$ cat src/hw/rtl/duer_pkg.sv
// Shared types and constants of the dual ultrasonic echo ranger.
// No dependencies; every other file of the block depends on this package.
`timescale 1ns / 1ps
`default_nettype none

package duer_pkg;

  localparam int NUM_PAIRS = 5;

  localparam int PAIR_W  = 3;
  localparam int TICK_W  = 16;
  localparam int TRIG_W  = 8;
  localparam int SCALE_W = 12;
  localparam int DIST_W  = 20;
  localparam int SCAN_W  = 22;
  localparam int CFG_W   = 16;
  localparam int CFG_IDX_W = 2;

  localparam logic [PAIR_W:0]    NUM_PAIRS_CNT = (PAIR_W + 1)'(NUM_PAIRS);
  localparam logic [SCAN_W-1:0]  SCAN_MAX      = {SCAN_W{1'b1}};
  localparam logic [TICK_W-1:0]  TICK_MAX      = {TICK_W{1'b1}};

  localparam logic [TICK_W-1:0]  TIMEOUT_RST = 16'd30000;
  localparam logic [TRIG_W-1:0]  TRIGGER_RST = 8'd5;
  localparam logic [SCALE_W-1:0] SCALE_RST   = 12'd1124;

  localparam logic [CFG_IDX_W-1:0] CFG_TIMEOUT = 2'd0;
  localparam logic [CFG_IDX_W-1:0] CFG_TRIGGER = 2'd1;
  localparam logic [CFG_IDX_W-1:0] CFG_SCALE   = 2'd2;

  typedef enum logic [1:0] {
    PH_IDLE   = 2'd0,
    PH_TRIG   = 2'd1,
    PH_LISTEN = 2'd2
  } phase_t;

  typedef enum logic [1:0] {
    ST_OK      = 2'd0,
    ST_DISC    = 2'd1,
    ST_TIMEOUT = 2'd2
  } status_t;

  // sequencer to echo lanes
  typedef struct packed {
    logic              load;    // first stage advances
    logic              step;    // accepted tick inside a scan
    logic              close;   // pair closes on this tick
    logic              sample;  // echo lines are sampled on this tick
    logic [TICK_W-1:0] t;       // tick count of the pair at this tick
  } lane_ctl_t;

  // per-tick fields produced by the sequencer, held in the first stage
  typedef struct packed {
    logic              trigger_level;
    logic [PAIR_W-1:0] trigger_index;
    logic              result_valid;
    logic [PAIR_W-1:0] pair_index;
    logic              scan_done;
    logic [SCAN_W-1:0] scan_ticks;
  } seq_res_t;

endpackage

`default_nettype wire

$ cat src/hw/rtl/duer_if.sv
// Handshake channels of the echo ranger: the tick input and the result output.
// Depends on duer_pkg for field widths.
`timescale 1ns / 1ps
`default_nettype none

interface duer_tick_if;
  logic valid;
  logic ready;
  logic start_scan;
  logic echo_a;
  logic echo_b;

  modport source (output valid, output start_scan, output echo_a, output echo_b,
                  input ready);
  modport sink (input valid, input start_scan, input echo_a, input echo_b,
                output ready);
endinterface

interface duer_result_if;
  logic                           valid;
  logic                           ready;
  logic                           trigger_level;
  logic [duer_pkg::PAIR_W-1:0]    trigger_index;
  logic                           result_valid;
  logic [duer_pkg::PAIR_W-1:0]    pair_index;
  logic [duer_pkg::TICK_W-1:0]    width_a;
  logic [duer_pkg::TICK_W-1:0]    width_b;
  logic [duer_pkg::DIST_W-1:0]    distance_a;
  logic [duer_pkg::DIST_W-1:0]    distance_b;
  logic [1:0]                     status_a;
  logic [1:0]                     status_b;
  logic                           scan_done;
  logic [duer_pkg::SCAN_W-1:0]    scan_ticks;

  modport source (output valid, output trigger_level, output trigger_index,
                  output result_valid, output pair_index, output width_a,
                  output width_b, output distance_a, output distance_b,
                  output status_a, output status_b, output scan_done,
                  output scan_ticks, input ready);
  modport sink (input valid, input trigger_level, input trigger_index,
                input result_valid, input pair_index, input width_a,
                input width_b, input distance_a, input distance_b,
                input status_a, input status_b, input scan_done,
                input scan_ticks, output ready);
endinterface

`default_nettype wire

$ cat src/hw/rtl/duer_lane.sv
// One echo channel: edge capture, width and status at pair close, distance.
// Depends on duer_pkg.
`timescale 1ns / 1ps
`default_nettype none

module duer_lane (
  input  logic                         clk,
  input  logic                         rst,
  input  duer_pkg::lane_ctl_t          ctl,
  input  logic                         level,
  input  logic [duer_pkg::TICK_W-1:0]  timeout,
  input  logic [duer_pkg::SCALE_W-1:0] scale,
  output logic [duer_pkg::TICK_W-1:0]  width,
  output duer_pkg::status_t            status,
  output logic [duer_pkg::DIST_W-1:0]  distance
);
  import duer_pkg::*;

  logic              rise_seen;
  logic              fall_seen;
  logic [TICK_W-1:0] rise_time;
  logic [TICK_W-1:0] fall_time;

  logic [TICK_W-1:0]         close_width;
  status_t                   close_status;
  logic [TICK_W+SCALE_W-1:0] product;

  always_comb begin
    close_width  = '0;
    close_status = ST_OK;
    if (ctl.close) begin
      if (!rise_seen) begin
        close_status = ST_DISC;
      end else if (!fall_seen) begin
        close_width  = timeout;
        close_status = ST_TIMEOUT;
      end else begin
        close_width  = fall_time - rise_time;
      end
    end
  end

  always_ff @(posedge clk) begin
    if (rst) begin
      rise_seen <= 1'b0;
      fall_seen <= 1'b0;
      rise_time <= '0;
      fall_time <= '0;
    end else if (ctl.step) begin
      if (ctl.close) begin
        rise_seen <= 1'b0;
        fall_seen <= 1'b0;
        rise_time <= '0;
        fall_time <= '0;
      end else if (ctl.sample) begin
        // fall only after a rise; a rise only once per pair
        if (!level && rise_seen && !fall_seen) begin
          fall_seen <= 1'b1;
          fall_time <= ctl.t;
        end
        if (level && !rise_seen) begin
          rise_seen <= 1'b1;
          rise_time <= ctl.t;
        end
      end
    end
  end

  always_ff @(posedge clk) begin
    if (ctl.load) begin
      width  <= close_width;
      status <= close_status;
    end
  end

  // 16 x 12 bits shifted by 8 is at most 20 bits, so the result never saturates
  assign product  = (TICK_W + SCALE_W)'(width) * (TICK_W + SCALE_W)'(scale);
  assign distance = product[TICK_W+SCALE_W-1:8];

endmodule

`default_nettype wire

$ cat src/hw/rtl/duer_seq.sv
// Scan sequencer: phase, pair counter, pair tick count and scan timer.
// Drives the echo lanes and holds the per-tick control fields. Depends on duer_pkg.
`timescale 1ns / 1ps
`default_nettype none

module duer_seq (
  input  logic                         clk,
  input  logic                         rst,
  input  logic                         load,
  input  logic                         accept,
  input  logic                         start_scan,
  input  logic [duer_pkg::TICK_W-1:0]  timeout,
  input  logic [duer_pkg::TRIG_W-1:0]  trigger,
  output duer_pkg::lane_ctl_t          ctl,
  output duer_pkg::seq_res_t           res
);
  import duer_pkg::*;

  phase_t            phase, phase_next;
  logic [PAIR_W-1:0] pair_counter, pair_counter_next;
  logic [TICK_W-1:0] elapsed_ticks, elapsed_ticks_next;
  logic [SCAN_W-1:0] scan_timer, scan_timer_next;

  logic              idle, active, close, trig, last;
  logic [PAIR_W-1:0] pair_eff;
  logic [TICK_W-1:0] t;
  logic [SCAN_W-1:0] scan_base, scan_inc;
  seq_res_t          res_next;

  always_ff @(posedge clk) begin
    if (rst) begin
      phase         <= PH_IDLE;
      pair_counter  <= '0;
      elapsed_ticks <= '0;
      scan_timer    <= '0;
    end else begin
      phase         <= phase_next;
      pair_counter  <= pair_counter_next;
      elapsed_ticks <= elapsed_ticks_next;
      scan_timer    <= scan_timer_next;
    end
  end

  always_comb begin
    idle      = (phase == PH_IDLE);
    active    = !idle || start_scan;
    // a scan starts from a clean pair and timer
    pair_eff  = idle ? '0 : pair_counter;
    t         = idle ? '0 : elapsed_ticks;
    scan_base = idle ? '0 : scan_timer;
    scan_inc  = (scan_base == SCAN_MAX) ? scan_base : scan_base + 1'b1;
    close     = active && (t >= timeout);
    trig      = active && !close && (t < TICK_W'(trigger));
    last      = ({1'b0, pair_eff} + 1'b1) >= NUM_PAIRS_CNT;

    phase_next         = phase;
    pair_counter_next  = pair_counter;
    elapsed_ticks_next = elapsed_ticks;
    scan_timer_next    = scan_timer;
    if (accept && active) begin
      scan_timer_next = scan_inc;
      if (close) begin
        elapsed_ticks_next = '0;
        if (last) begin
          phase_next        = PH_IDLE;
          pair_counter_next = '0;
        end else begin
          phase_next        = PH_TRIG;
          pair_counter_next = pair_eff + 1'b1;
        end
      end else begin
        phase_next         = trig ? PH_TRIG : PH_LISTEN;
        pair_counter_next  = pair_eff;
        elapsed_ticks_next = (t == TICK_MAX) ? t : t + 1'b1;
      end
    end

    ctl.load   = load;
    ctl.step   = accept && active;
    ctl.close  = close;
    ctl.sample = active && !close && !trig;
    ctl.t      = t;

    res_next.trigger_level = !trig;
    res_next.trigger_index = pair_eff;
    res_next.result_valid  = close;
    res_next.pair_index    = close ? pair_eff : '0;
    res_next.scan_done     = close && last;
    res_next.scan_ticks    = (close && last) ? scan_inc : '0;
  end

  always_ff @(posedge clk) begin
    if (load) begin
      res <= res_next;
    end
  end

endmodule

`default_nettype wire

$ cat src/hw/rtl/dual_ultrasonic_echo_ranger.sv
// Dual ultrasonic echo ranger top level: registers, two echo lanes, merge stage.
// Depends on duer_pkg, duer_if, duer_seq and duer_lane.
//
// Usage: feed one beat on tick per microsecond, carrying start_scan and the
// two echo levels of the pair being served. Every accepted beat yields exactly
// one beat on result: the trigger level and index to drive, and on the tick a
// pair closes its widths, Q8 centimetre distances and statuses (scan_done and
// scan_ticks on the last pair). start_scan is ignored while a scan runs.
// An accepted tick passes the first stage, which updates the sequencer and
// echo capture state, and the second, which holds the width-times-scale
// product in the output register. Throughput is one beat per cycle while
// result is ready. With result stalled the first stage still takes a beat while
// the output register is full; tick.ready drops only when both stages hold.
// Reset (rst, synchronous) returns the block to idle, clears capture state
// and loads the register defaults: timeout 30000, trigger 5, scale 1124.
// cfg_write writes register cfg_index (0 timeout, 1 trigger length,
// 2 distance scale) at once; other indexes are ignored.
`timescale 1ns / 1ps
`default_nettype none

module dual_ultrasonic_echo_ranger (
  input  logic                           clk,
  input  logic                           rst,
  input  logic                           cfg_write,
  input  logic [duer_pkg::CFG_IDX_W-1:0] cfg_index,
  input  logic [duer_pkg::CFG_W-1:0]     cfg_data,
  duer_tick_if.sink                      tick,
  duer_result_if.source                  result
);
  import duer_pkg::*;

  logic [TICK_W-1:0]  timeout_ticks;
  logic [TRIG_W-1:0]  trigger_ticks;
  logic [SCALE_W-1:0] distance_scale;

  logic s1_valid;
  logic out_valid;
  logic out_load;
  logic s1_load;
  logic accept;

  lane_ctl_t         ctl;
  seq_res_t          s1_res;
  logic [TICK_W-1:0] width_a, width_b;
  status_t           status_a, status_b;
  logic [DIST_W-1:0] dist_a, dist_b;

  seq_res_t          out_res;
  logic [TICK_W-1:0] out_width_a, out_width_b;
  logic [DIST_W-1:0] out_dist_a, out_dist_b;
  logic [1:0]        out_status_a, out_status_b;

  always_ff @(posedge clk) begin
    if (rst) begin
      timeout_ticks  <= TIMEOUT_RST;
      trigger_ticks  <= TRIGGER_RST;
      distance_scale <= SCALE_RST;
    end else if (cfg_write) begin
      case (cfg_index)
        CFG_TIMEOUT: timeout_ticks  <= cfg_data;
        CFG_TRIGGER: trigger_ticks  <= cfg_data[TRIG_W-1:0];
        CFG_SCALE:   distance_scale <= cfg_data[SCALE_W-1:0];
        default: ;
      endcase
    end
  end

  assign out_load   = !out_valid || result.ready;
  assign s1_load    = !s1_valid || out_load;
  assign tick.ready = s1_load;
  assign accept     = tick.valid && s1_load;

  duer_seq u_seq (
    .clk        (clk),
    .rst        (rst),
    .load       (s1_load),
    .accept     (accept),
    .start_scan (tick.start_scan),
    .timeout    (timeout_ticks),
    .trigger    (trigger_ticks),
    .ctl        (ctl),
    .res        (s1_res)
  );

  duer_lane u_lane_a (
    .clk      (clk),
    .rst      (rst),
    .ctl      (ctl),
    .level    (tick.echo_a),
    .timeout  (timeout_ticks),
    .scale    (distance_scale),
    .width    (width_a),
    .status   (status_a),
    .distance (dist_a)
  );

  duer_lane u_lane_b (
    .clk      (clk),
    .rst      (rst),
    .ctl      (ctl),
    .level    (tick.echo_b),
    .timeout  (timeout_ticks),
    .scale    (distance_scale),
    .width    (width_b),
    .status   (status_b),
    .distance (dist_b)
  );

  always_ff @(posedge clk) begin
    if (rst) begin
      s1_valid  <= 1'b0;
      out_valid <= 1'b0;
    end else begin
      if (s1_load) begin
        s1_valid <= tick.valid;
      end
      if (out_load) begin
        out_valid <= s1_valid;
      end
    end
  end

  // merge the sequencer fields with both lanes into the output register
  always_ff @(posedge clk) begin
    if (out_load) begin
      out_res      <= s1_res;
      out_width_a  <= width_a;
      out_width_b  <= width_b;
      out_dist_a   <= dist_a;
      out_dist_b   <= dist_b;
      out_status_a <= 2'(status_a);
      out_status_b <= 2'(status_b);
    end
  end

  assign result.valid         = out_valid;
  assign result.trigger_level = out_res.trigger_level;
  assign result.trigger_index = out_res.trigger_index;
  assign result.result_valid  = out_res.result_valid;
  assign result.pair_index    = out_res.pair_index;
  assign result.width_a       = out_width_a;
  assign result.width_b       = out_width_b;
  assign result.distance_a    = out_dist_a;
  assign result.distance_b    = out_dist_b;
  assign result.status_a      = out_status_a;
  assign result.status_b      = out_status_b;
  assign result.scan_done     = out_res.scan_done;
  assign result.scan_ticks    = out_res.scan_ticks;

  a_hold_first_stage: assert property (@(posedge clk) disable iff (rst)
    (s1_valid && !out_load) |=> s1_valid)
    else $error("first stage beat lost while output stalled");

  a_ready_when_empty: assert property (@(posedge clk) disable iff (rst)
    !out_valid |-> tick.ready)
    else $error("tick not taken with an empty output register");

  a_done_is_result: assert property (@(posedge clk) disable iff (rst)
    (out_valid && out_res.scan_done) |-> out_res.result_valid)
    else $error("scan done without a pair result");

  a_disc_is_zero: assert property (@(posedge clk) disable iff (rst)
    (out_valid && out_status_a == 2'(ST_DISC)) |-> (out_width_a == '0 && out_dist_a == '0))
    else $error("disconnected channel with a non-zero width");

endmodule

`default_nettype wire

$ cat src/flat_wrapper.sv
// flat-port wrapper written by rule: the top's interface ports become plain ports
module dual_ultrasonic_echo_ranger_flat import duer_pkg::*;
  (clk, rst, cfg_write, cfg_index, cfg_data, tick_valid, tick_start_scan, tick_echo_a, tick_echo_b, tick_ready, result_valid, result_trigger_level, result_trigger_index, result_result_valid, result_pair_index, result_width_a, result_width_b, result_distance_a, result_distance_b, result_status_a, result_status_b, result_scan_done, result_scan_ticks, result_ready);
  duer_tick_if tick_i ();
  duer_result_if result_i ();
  input  logic clk;
  input  logic rst;
  input  logic cfg_write;
  input  logic [duer_pkg::CFG_IDX_W-1:0] cfg_index;
  input  logic [duer_pkg::CFG_W-1:0] cfg_data;
  input wire logic [$bits(tick_i.valid)-1:0] tick_valid;
  input wire logic [$bits(tick_i.start_scan)-1:0] tick_start_scan;
  input wire logic [$bits(tick_i.echo_a)-1:0] tick_echo_a;
  input wire logic [$bits(tick_i.echo_b)-1:0] tick_echo_b;
  output wire logic [$bits(tick_i.ready)-1:0] tick_ready;
  output wire logic [$bits(result_i.valid)-1:0] result_valid;
  output wire logic [$bits(result_i.trigger_level)-1:0] result_trigger_level;
  output wire logic [$bits(result_i.trigger_index)-1:0] result_trigger_index;
  output wire logic [$bits(result_i.result_valid)-1:0] result_result_valid;
  output wire logic [$bits(result_i.pair_index)-1:0] result_pair_index;
  output wire logic [$bits(result_i.width_a)-1:0] result_width_a;
  output wire logic [$bits(result_i.width_b)-1:0] result_width_b;
  output wire logic [$bits(result_i.distance_a)-1:0] result_distance_a;
  output wire logic [$bits(result_i.distance_b)-1:0] result_distance_b;
  output wire logic [$bits(result_i.status_a)-1:0] result_status_a;
  output wire logic [$bits(result_i.status_b)-1:0] result_status_b;
  output wire logic [$bits(result_i.scan_done)-1:0] result_scan_done;
  output wire logic [$bits(result_i.scan_ticks)-1:0] result_scan_ticks;
  input wire logic [$bits(result_i.ready)-1:0] result_ready;
  assign tick_i.valid = tick_valid;
  assign tick_i.start_scan = tick_start_scan;
  assign tick_i.echo_a = tick_echo_a;
  assign tick_i.echo_b = tick_echo_b;
  assign tick_ready = tick_i.ready;
  assign result_valid = result_i.valid;
  assign result_trigger_level = result_i.trigger_level;
  assign result_trigger_index = result_i.trigger_index;
  assign result_result_valid = result_i.result_valid;
  assign result_pair_index = result_i.pair_index;
  assign result_width_a = result_i.width_a;
  assign result_width_b = result_i.width_b;
  assign result_distance_a = result_i.distance_a;
  assign result_distance_b = result_i.distance_b;
  assign result_status_a = result_i.status_a;
  assign result_status_b = result_i.status_b;
  assign result_scan_done = result_i.scan_done;
  assign result_scan_ticks = result_i.scan_ticks;
  assign result_i.ready = result_ready;
  dual_ultrasonic_echo_ranger u_core (.clk(clk), .rst(rst), .cfg_write(cfg_write), .cfg_index(cfg_index), .cfg_data(cfg_data), .tick(tick_i), .result(result_i));
endmodule
$ cat config.mk
export PLATFORM = sky130hd
export DESIGN_NAME = dual_ultrasonic_echo_ranger_flat
export DESIGN_NICKNAME = d
export VERILOG_FILES = /design/src/hw/rtl/duer_pkg.sv /design/src/hw/rtl/duer_if.sv /design/src/hw/rtl/duer_lane.sv /design/src/hw/rtl/duer_seq.sv /design/src/hw/rtl/dual_ultrasonic_echo_ranger.sv /design/src/flat_wrapper.sv
export SDC_FILE = /design/constraint.sdc
export NUM_CORES = 1
export LEC_CHECK = 0
export CELL_PAD_IN_SITES_DETAIL_PLACEMENT = 2
export CELL_PAD_IN_SITES_GLOBAL_PLACEMENT = 2
export CORE_UTILIZATION = 42
export DETAILED_ROUTE_END_ITERATION = 7
export DONT_BUFFER_PORTS = 1
export PLACE_DENSITY = 0.83
export REMOVE_ABC_BUFFERS = 1
export SLEW_MARGIN = 10
export SYNTH_ARGS = -nofsm -noshare
export SYNTH_HDL_FRONTEND = slang
export SYNTH_SLANG_ARGS = --single-unit
export TNS_END_PERCENT = 20
$ cat constraint.sdc
create_clock -name clk -period 6.09 [get_ports clk]
set_input_delay 0.609 -clock clk [delete_from_list [all_inputs] [get_ports clk]]
set_output_delay 0.609 -clock clk [all_outputs]
set_load 0.02 [all_outputs]
# Yosys cells after proc, flatten, opt, wreduce, memory -nomap -nowiden
# Cells that the tools add are included.
[word_totals]
ff_bits = 323
ramBits = 0
memories = 0
latch_bits = 0
output_inout_bits = 109
word_cells = 140
in_bits = 26
mem_bits_ro = 0
[op_classes]
n_mux = 41
n_reduce_logical = 43
shift = 0
n_div = 0
n_eq_ne = 4
n_mul = 2
order_cmp = 3
bitwise_logic = 0
n_addsub = 6
[ops]
columns = ["cell", "count"]
rows = [
  ["16-bit two-way mux", 17],
  ["16-bit by 12-bit multiplier with 28-bit output", 2],
  ["22-bit two-way mux", 2],
  ["16-bit subtractor", 2],
  ["22-bit by 1-bit adder with 22-bit output (second input constant)", 1],
  ["22-bit == test (second input constant)", 1],
  ["16-bit by 1-bit adder with 16-bit output (second input constant)", 1],
  ["16-bit == test (second input constant)", 1],
  ["16-bit greater-or-equal comparator", 1],
  ["16-bit by 8-bit less-than comparator with 1-bit output", 1],
  ["1-bit two-way mux", 15],
  ["1-bit logical AND", 13],
  ["3-bit AND reduction", 4],
  ["1-bit logical NOT", 11],
  ["2-bit AND reduction", 5],
  ["2-bit nonzero test", 5],
  ["3-bit two-way mux", 3],
  ["2-bit two-way mux", 4],
  ["3-bit by 1-bit adder with 4-bit output (second input constant)", 1],
  ["4-bit by 3-bit greater-or-equal comparator with 1-bit output (second input constant)", 1],
  ["2-bit logical NOT", 2],
  ["3-bit by 1-bit adder with 3-bit output (second input constant)", 1],
  ["1-bit logical OR", 3],
  ["2-bit by 1-bit == test with 1-bit output (second input constant)", 1],
  ["2-bit == test (second input constant)", 1],
]

# Longest topological paths before layout
# Gate-level depths: netlist of the first run.
[depth]
ltp_word = 11
ltp_mapped = 21

# By module
# A second synthesis of the first run with hierarchy kept.
[unflattened]
cells_unflattened = 2808
hier_area_um2 = 26639.3
[by_module_without_submodules]
columns = ["mod", "seq_area_each_um2", "cells_each", "area_each_um2", "instances"]
rows = [
  ["duer_lane at u_core.u_lane_a", 1221.2, 1003, 8623.3, 1],
  ["duer_lane at u_core.u_lane_b", 1221.2, 988, 8535.7, 1],
  ["dual_ultrasonic_echo_ranger", 3973.8, 262, 4778.3, 1],
  ["duer_seq", 1791.7, 555, 4702.0, 1],
]

# Worst setup path before layout of the first run
# OpenSTA, ideal clock, no wires.
[synth_timing]
path_kind = "flip-flop to flip-flop"
startpoint = "register u_core.u_lane_a.width[5] (netlist bit)"
endpoint = "register u_core.out_dist_a[17], in the netlist u_core.result.distance_a[17], data pin"
path_stages_with_launch = 21
arrival_time_ps = 5083
required_ps = 5816
synth_period_minus_slack_ps = 5357
slack_ps = 733
setup_ps = 274
path_cell_list = "edfxtp_1 clkbuf_1 and2_1 fa_1 inv_1 fa_1 inv_1 fa_1 fa_1 inv_1 fa_1 inv_1 ha_1 a21o_1 a21o_1 a21oi_1 inv_1 a221o_1 a21oi_1 o41ai_1 xor2_1"
[synth_between]
elab_chain_cells = 1
[synth_lines]
columns = ["item", "line", "source"]
rows = [
  ["from (decl)", "duer_lane.sv:13", "output logic [duer_pkg::TICK_W-1:0] width,"],
  ["from (signal assigned)", "duer_lane.sv:71", "width <= close_width;"],
  ["16-bit by 12-bit multiplier with 28-bit output", "duer_lane.sv:77", "assign product = (TICK_W + SCALE_W)'(width) * (TICK_W + SCALE_W)'(scale);"],
  ["net u_core.dist_a[17]", "dual_ultrasonic_echo_ranger.sv:46", "logic [DIST_W-1:0] dist_a, dist_b;"],
  ["to (signal assigned)", "dual_ultrasonic_echo_ranger.sv:129", "out_dist_a <= dist_a;"],
  ["to (decl)", "dual_ultrasonic_echo_ranger.sv:50", "logic [DIST_W-1:0] out_dist_a, out_dist_b;"],
]
# The timed path passes the listed nets, and every way through them passes these cells.
# A chain may end at the register's enable or synchronous reset.

# Worst setup path in the final report of the first run
[layout_timing]
startpoint = "register u_core.u_lane_a.width[9] (netlist bit)"
endpoint = "register u_core.out_dist_a[16], in the netlist u_core.result.distance_a[16], data pin"
# The elaborated chain is that of the path after synthesis.

==> impl_metrics.py, run 1 <==
metrics = {
    "status": {
        "run_status": "finished, final reports clean",
    },
    "floorplanning": {
        "die_width_um": 252.4,
        "rows": 91,
        "die_h_um": 252.4,
        "design.die.area_sq_um": 63710,
        "core_sq_um": 61830,
        "pin_count": 135,
        "floorplan.initialDensity_pct": 42.60,
    },
    "setup_path": {
        "critPathMaxFanout": 9,
        "start_kind": "flip-flop",
        "path_class": "reg2reg",
        "critPathMaxStageDelay_ps": 590,
        "crit_family": "adder cells",
        "crit_required_ps": 6410,
        "worst_setup_path_end_kind": "flip-flop",
        "cpMostUsedCell": "fa_1",
        "cp.buffers_inverters": 4,
        "arrival_ps": 6220,
        "crit_chain": "buf_4 -> nand2_1 -> fa_1 -> inv_1 -> fa_1 -> fa_1 -> fa_1 -> inv_1 -> fa_1 -> inv_1 -> ha_1 -> o21ai_0 -> a21oi_1 -> nor2_1 -> a211oi_2 -> nor2_2 -> o21bai_2 -> a21oi_1 -> xnor2_1",
        "critPathSlowestCell": "fa_1",
    },
    "drt": {
        "drtIter0Drc": 1184,
        "via_per_inst": 5.581,
        "dr_total_vias": 20210,
        "wl_um": 90230,
        "wl_per_cell_um": 24.92,
        "drt_drc_violations_left": 0,
        "first_pass_iters": 5,
        "ant_nets": 0,
    },
    "placement": {
        "dp_hpwl_um": 64980,
        "globalplace.congestion": 0.8439,
        "portBuffers": 0,
        "place_area_sq_um": 27210,
        "dpl_worst_slack_ps": -83.48,
    },
    "yosys": {
        "avgSynthCellArea_sq_um": 9.501,
        "synthCells": 2772,
        "yosysUniqueCellTypes": 79,
        "syn_area_sq_um": 26340,
        "synth_seq_cells": 323,
        "yosysTopAreaCell": "fa_1",
        "ys_top_cells_by_count": "inv_1, nand2_1, fa_1",
        "synthArstFlopShare_pct": 0,
        "synth.most_common_cell": "inv_1",
        "synth_top_area_share_pct": 21.28,
        "ys.flop_type": "edfxtp_1",
        "synth-edff-count": 174,
        "ys_seq_area_share_pct": 31.17,
        "synth-warning-count": 0,
        "synth.area.top_cells": "fa_1, edfxtp_1, dfxtp_1",
    },
    "cells_and_area": {
        "regArea_sq_um": 8212,
        "area_growth_pct": 9.216,
        "multi_input_area_sq_um": 15980,
        "fin_nets": 3238,
        "insertedDiodeCount": 0,
        "nFillCells": 6477,
        "layout-drive-gt1-share_pct": 6.430,
        "final_area_sq_um": 28760,
    },
    "sta": {
        "maxClockFrequency_mhz": 169.6,
        "relSlewSlack_pct": 23.31,
        "worst_pin_slew_ps": 1150,
        "hold_viol_final": 0,
        "final_max_slew_viol_count": 0,
        "period_share_pct": 96.80,
        "skew_ps": 45.46,
        "setup_viol": 0,
        "period_needed_ps": 5895,
        "setup_slack_ps": 195.0,
        "setup-tns-final_ps": 0,
    },
    "pwr": {
        "leakagePower_nw": 13.38,
        "peakVddDrop_mv": 0.1810,
        "p_per_area_nw_per_um2": 179.5,
    },
    "cts": {
        "cts_max_level": 2,
        "tritoncts": "built",
        "clk_latency_ps": 600,
        "cts_inserted_buffers": 40,
        "clock-sinks": 323,
        "cts_root_buf": "clkbuf_16",
        "cts.clk_slew.worst_paths_ps": 60,
        "cts_hold_buf": 0,
        "clockBufferDepth": 3,
    },
    "hold_path": {
        "hp-class": "in2reg",
    },
    "global_routing": {
        "grt_pass1_wl_um": 140100,
        "grt_pass1_vias": 23660,
        "grtUsageTotal_pct": 28.60,
        "antenna_found_initial": 0,
        "grt_max_degree": 150,
        "overflow": 0,
    },
    "job": {
        "drv_cap": 0,
    },
}
## sequential cells by signal, summed over array words and instances, names as in the netlist, 20 cells and up
name                      count
u_core.u_seq.scan_timer      22
u_core.result.distance_b     20
u_core.result.distance_a     20
u_core.result.scan_ticks     22
u_core.u_seq.res             31
## worst reg2reg max path: stages (launching register included)
cell,delay (ps)
edfxtp_1,550
buf_4,270
nand2_1,110
fa_1,550
inv_1,70
fa_1,590
fa_1,480
fa_1,510
inv_1,50
fa_1,500
inv_1,60
ha_1,340
o21ai_0,130
a21oi_1,180
nor2_1,100
a211oi_2,400
nor2_2,120
o21bai_2,310
a21oi_1,170
xnor2_1,150
## report_power, final
part / switching (mW) / internal [mW]
Clock: 1.08 / 1.33
Combinational: 0.210 / 0.0974
Sequential: 0.102 / 2.35
## kinds of logic (layout without fill, tap and decap cells)
group | after synthesis | count (layout) | synth area share [%]
AOI/OAI and AO/OA | 358 | 358 | 8.946
xor gates and xnor gates | 78 | 78 | 2.594
adders and majority gates | 460 | 460 | 29.84
buffers and inverters | 560 | 572 | 8.285
DFF | 323 | 323 | 31.17
muxes | 61 | 61 | 2.328
and+or+nand+nor | 932 | 932 | 16.85
## final timing paths
check	from	endpoint	slack, ps	cells past startpoint
worst min register to register	u_core.u_lane_a.status[1]	u_core.result.status_a[1]	430	0
worst max register to register	u_core.u_lane_a.width[9]	u_core.result.distance_a[16]	200	19
worst max-delay path	u_core.u_lane_a.width[9]	u_core.result.distance_a[16]	200	19
worst min-delay path	rst	u_core.u_lane_a.rise_time[14]	100	1
## through the flow
step           total power [mW]  util (%)  hold slack [ps]  cells
6_report                  5.164     46.52            102.4   3621
5_1_grt                   5.315     46.52            80.61   3621
4_1_cts                   5.206     46.14            85.51   3595
3_5_place_dp              2.793     44.01            405.2   3521
3_3_place_gp              2.759     44.01            404.8   3521
2_1_floorplan             2.654         -            400.3   2632
## placed cells by master (no fill, tap or decap), types with 5 or more instances in the layout
cell type and n:
a211o_1 11, and3_1 17, or3_1 13, edfxtp_1 174
xor2_1 35, clkbuf_8 5, a21oi_1 112, nand2_1 382
xnor2_1 43, clkbuf_1 11, and2_1 158, a22oi_1 29
nand4_1 17, o21a_1 15, a311oi_1 5, nor2b_1 15
dfxtp_1 146, nand3_1 38, nor3_1 30, inv_1 420
nand2b_1 15, nand3b_1 13, fa_1 280, a211oi_1 11
mux2i_1 59, nor2_1 190, a31oi_1 20, a32oi_1 10
buf_4 74, a21o_1 35, o21ai_0 59, or2_2 5
ha_1 180, clkbuf_16 41
## area by class of cell
cell class	instances	area share (%)
Clock buffer	57	3.950
Clock inverter	17	0.6003
Inverter	420	5.481
Multi-Input combinational cell	1889	55.57
Sequential cell	323	28.55
Tap cell	837	3.641
Timing Repair Buffer	78	2.210
## repair_timing
item | CTS | global route
setup buffers | 0 | 26
resized for setup | 3 | 6
setup endpoints to repair | 6 | 13
## metal layers
layer / global-route usage [%] / vias to the layer above / share of wire (%)
met5: 0 / - / 0
met4: 8.312 / 0 / 2.8
met3: 4.109 / 157 / 4.1
met2: 52.14 / 436 / 53
met1: 34.75 / 10700 / 40
li1: - / 8913 / -
(Power assumes the default switching activity.)
==> run 2: changes to the inputs <==
--- a/config.mk
+++ b/config.mk
@@ -5,12 +5,13 @@
 export SDC_FILE = /design/constraint.sdc
 export NUM_CORES = 1
 export LEC_CHECK = 0
+export ABC_AREA = 1
 export CELL_PAD_IN_SITES_DETAIL_PLACEMENT = 2
 export CELL_PAD_IN_SITES_GLOBAL_PLACEMENT = 2
-export CORE_UTILIZATION = 42
+export CORE_UTILIZATION = 40
 export DETAILED_ROUTE_END_ITERATION = 7
 export DONT_BUFFER_PORTS = 1
-export PLACE_DENSITY = 0.83
+export PLACE_DENSITY = 0.84
 export REMOVE_ABC_BUFFERS = 1
 export SLEW_MARGIN = 10
 export SYNTH_ARGS = -nofsm -noshare
==> impl_metrics.py, run 2 <==
metrics = {
    "status": {
        "run_status": "finished, final reports clean",
    },
    "yosys": {
        "ys_seq_area_share_pct": 29.65,
        "synth.most_common_cell": "nand2_1",
        "synthArstFlopShare_pct": 0,
        "synth.area.top_cells": "fa_1, edfxtp_1, nand2_1",
        "synth_seq_cells": 323,
        "yosysUniqueCellTypes": 50,
        "yosysTopAreaCell": "fa_1",
        "synth_top_area_share_pct": 20.25,
        "avgSynthCellArea_sq_um": 7.994,
        "ys_top_cells_by_count": "nand2_1, inv_1, nor2_1",
        "synthCells": 3463,
        "synth-warning-count": 0,
        "synth-edff-count": 174,
        "syn_area_sq_um": 27680,
        "ys.flop_type": "edfxtp_1",
    },
    "setup_path": {
        "r2r_slack_ps": 230,
        "start_kind": "flip-flop",
        "r2r_end": "u_core.result.distance_a[17]",
        "cp-endpoint": "u_core.result.distance_a[17]",
        "arrival_ps": 6200,
        "r2r-start": "u_core.distance_scale[4]",
        "r2r_cells": 19,
        "critPathLaunch": "u_core.distance_scale[4]",
        "worst_setup_path_end_kind": "flip-flop",
        "path_class": "reg2reg",
        "crit_required_ps": 6430,
        "critPathMaxFanout": 16,
    },
    "floorplanning": {
        "design.die.area_sq_um": 70260,
        "floorplan.initialDensity_pct": 40.36,
        "pin_count": 135,
        "rows": 96,
        "die_h_um": 265.1,
        "die_width_um": 265.1,
        "core_sq_um": 68590,
    },
    "sta": {
        "skew_ps": 25.18,
        "rsz0062_at_grt": "false",
        "relSlewSlack_pct": 24.91,
        "maxClockFrequency_mhz": 170.8,
        "period_needed_ps": 5856,
        "period_share_pct": 96.16,
        "setup_viol": 0,
        "worst_pin_slew_ps": 1122,
        "final_max_slew_viol_count": 0,
        "setup-tns-final_ps": 0,
        "setup_slack_ps": 233.7,
        "hold_viol_final": 0,
    },
    "drt": {
        "via_per_inst": 5.320,
        "drtIter0Drc": 1278,
        "wl_um": 102100,
        "first_pass_iters": 5,
        "wl_per_cell_um": 23.40,
        "ant_nets": 0,
        "dr_total_vias": 23220,
        "drt_drc_violations_left": 0,
    },
    "global_routing": {
        "grt_pass1_vias": 27120,
        "grt_max_degree": 73,
        "overflow": 0,
        "grtUsageTotal_pct": 29.46,
        "antenna_found_initial": 0,
        "grt_pass1_wl_um": 159400,
    },
    "cts": {
        "cts_root_buf": "clkbuf_16",
        "clockBufferDepth": 3,
        "clock-sinks": 323,
        "clk_latency_ps": 610,
        "cts_hold_buf": 0,
        "tritoncts": "built",
        "cts_inserted_buffers": 40,
        "post-cts-setup-buffer-count": 0,
        "cts-resized-gates": 0,
        "cts_max_level": 2,
        "cts.clk_slew.worst_paths_ps": 60,
    },
    "cells_and_area": {
        "area_growth_pct": 7.873,
        "largest_register_ffs": 31,
        "largest-register": "u_core.u_seq.res",
        "layout-drive-gt1-share_pct": 4.486,
        "final_cell_mix": "nand2_1, inv_1, nor2_1",
        "fin_nets": 3887,
        "final_area_sq_um": 29860,
        "insertedDiodeCount": 0,
        "layout_commonest_cell": "nand2_1",
    },
    "placement": {
        "portBuffers": 0,
        "globalplace.congestion": 0.8861,
        "dp_hpwl_um": 78680,
        "place_area_sq_um": 28560,
        "dpl_worst_slack_ps": 382.1,
    },
    "pwr": {
        "p_per_area_nw_per_um2": 182.0,
        "leakagePower_nw": 15.31,
        "peakVddDrop_mv": 0.1758,
    },
    "hold_path": {
        "hp-class": "in2reg",
    },
    "job": {
        "drv_cap": 0,
    },
}
## run 2: cell count changes in the layout (fill, tap and decap cells not counted), moves of 18 or more
cell,previous run,this run
a21oi_1,112,168
nor2_1,190,362
xor2_1,35,53
mux2i_1,59,0
xnor2_1,43,23
nand3_1,38,124
o211ai_1,3,21
nand2_1,382,796
inv_1,420,707
buf_4,74,26
and2_1,158,1
o21ai_0,59,126
a21o_1,35,5
a22oi_1,29,0
## run 2: worst min-delay path by stage
stage | startpoint | end | slack (ps) | cells past startpoint
after floorplan | u_core.u_seq.res[23] | u_core.result.pair_index[0] | 400 | 0
after detailed placement | u_core.u_seq.res[14] | u_core.result.scan_ticks[14] | 410 | 0
after CTS | rst | u_core.u_seq.elapsed_ticks[11] | 50 | 1
after global routing | rst | u_core.u_seq.elapsed_ticks[10] | 60 | 1
after global placement | u_core.u_seq.res[5] | u_core.result.scan_ticks[5] | 410 | 0
final | rst | u_core.u_seq.elapsed_ticks[11] | 70 | 1
## run 2: layout make-up
cell class	instances	area [sq um]
clock buffer	54	1097
clock inverter	20	206.4
inverter	722	2715
multi-input combinational	2286	16240
timing repair buffer	28	235.2
fill	7798	38720
tap	931	1165
sequential	323	8208
## run 2: routing by layer
metal  part of all wire, %  wire (um)  GRT usage (%)
met5                     0          0              0
met4                   3.8       3897          11.08
met3                   4.0       4037          3.453
met2                    52      53050          54.32
met1                    40      41150          34.87
## run 2: logic make-up after synthesis
| logic type | Yosys count | share of synthesized area, % |
|---|---|---|
| simple gates | 1385 | 20.61 |
| buf+inv | 854 | 11.79 |
| fa+ha+maj | 460 | 28.38 |
| compound gates | 365 | 7.155 |
| flops | 323 | 29.65 |
| xor+xnor | 76 | 2.405 |
## run 2: worst max-delay path: stages (launching register included)
cell and delay (ps):
dfxtp_1 850, buf_4 290, nand2_1 100, fa_1 510, fa_1 540, inv_1 70
fa_1 510, fa_1 510, inv_1 60, fa_1 500, inv_1 60, ha_1 340
a21oi_1 280, o21ai_0 190, nor2_1 150, nor2_1 50, a211oi_1 300, nand2_1 130
nand2_1 100, nand2_1 60
## run 2: metrics by stage
step                      utilization, %  cells  hold WS (ps)  total power [mW]
after floorplan                        -   3331         400.3             2.805
after global placement             41.64   4290         407.2             2.969
after global routing               43.54   4364         55.06             5.594
after CTS                          43.54   4364         52.40             5.489
final                              43.54   4364         73.68             5.434
after detailed placement           41.64   4290         407.2             3.019
## run 2: where the power goes
part | switching [mW] | total (mW) | internal, mW
clock network | 1.09 | 2.46 | 1.37
logic | 0.337 | 0.470 | 0.133
registers | 0.132 | 2.51 | 2.37
total | 1.56 | 5.43 | 3.87
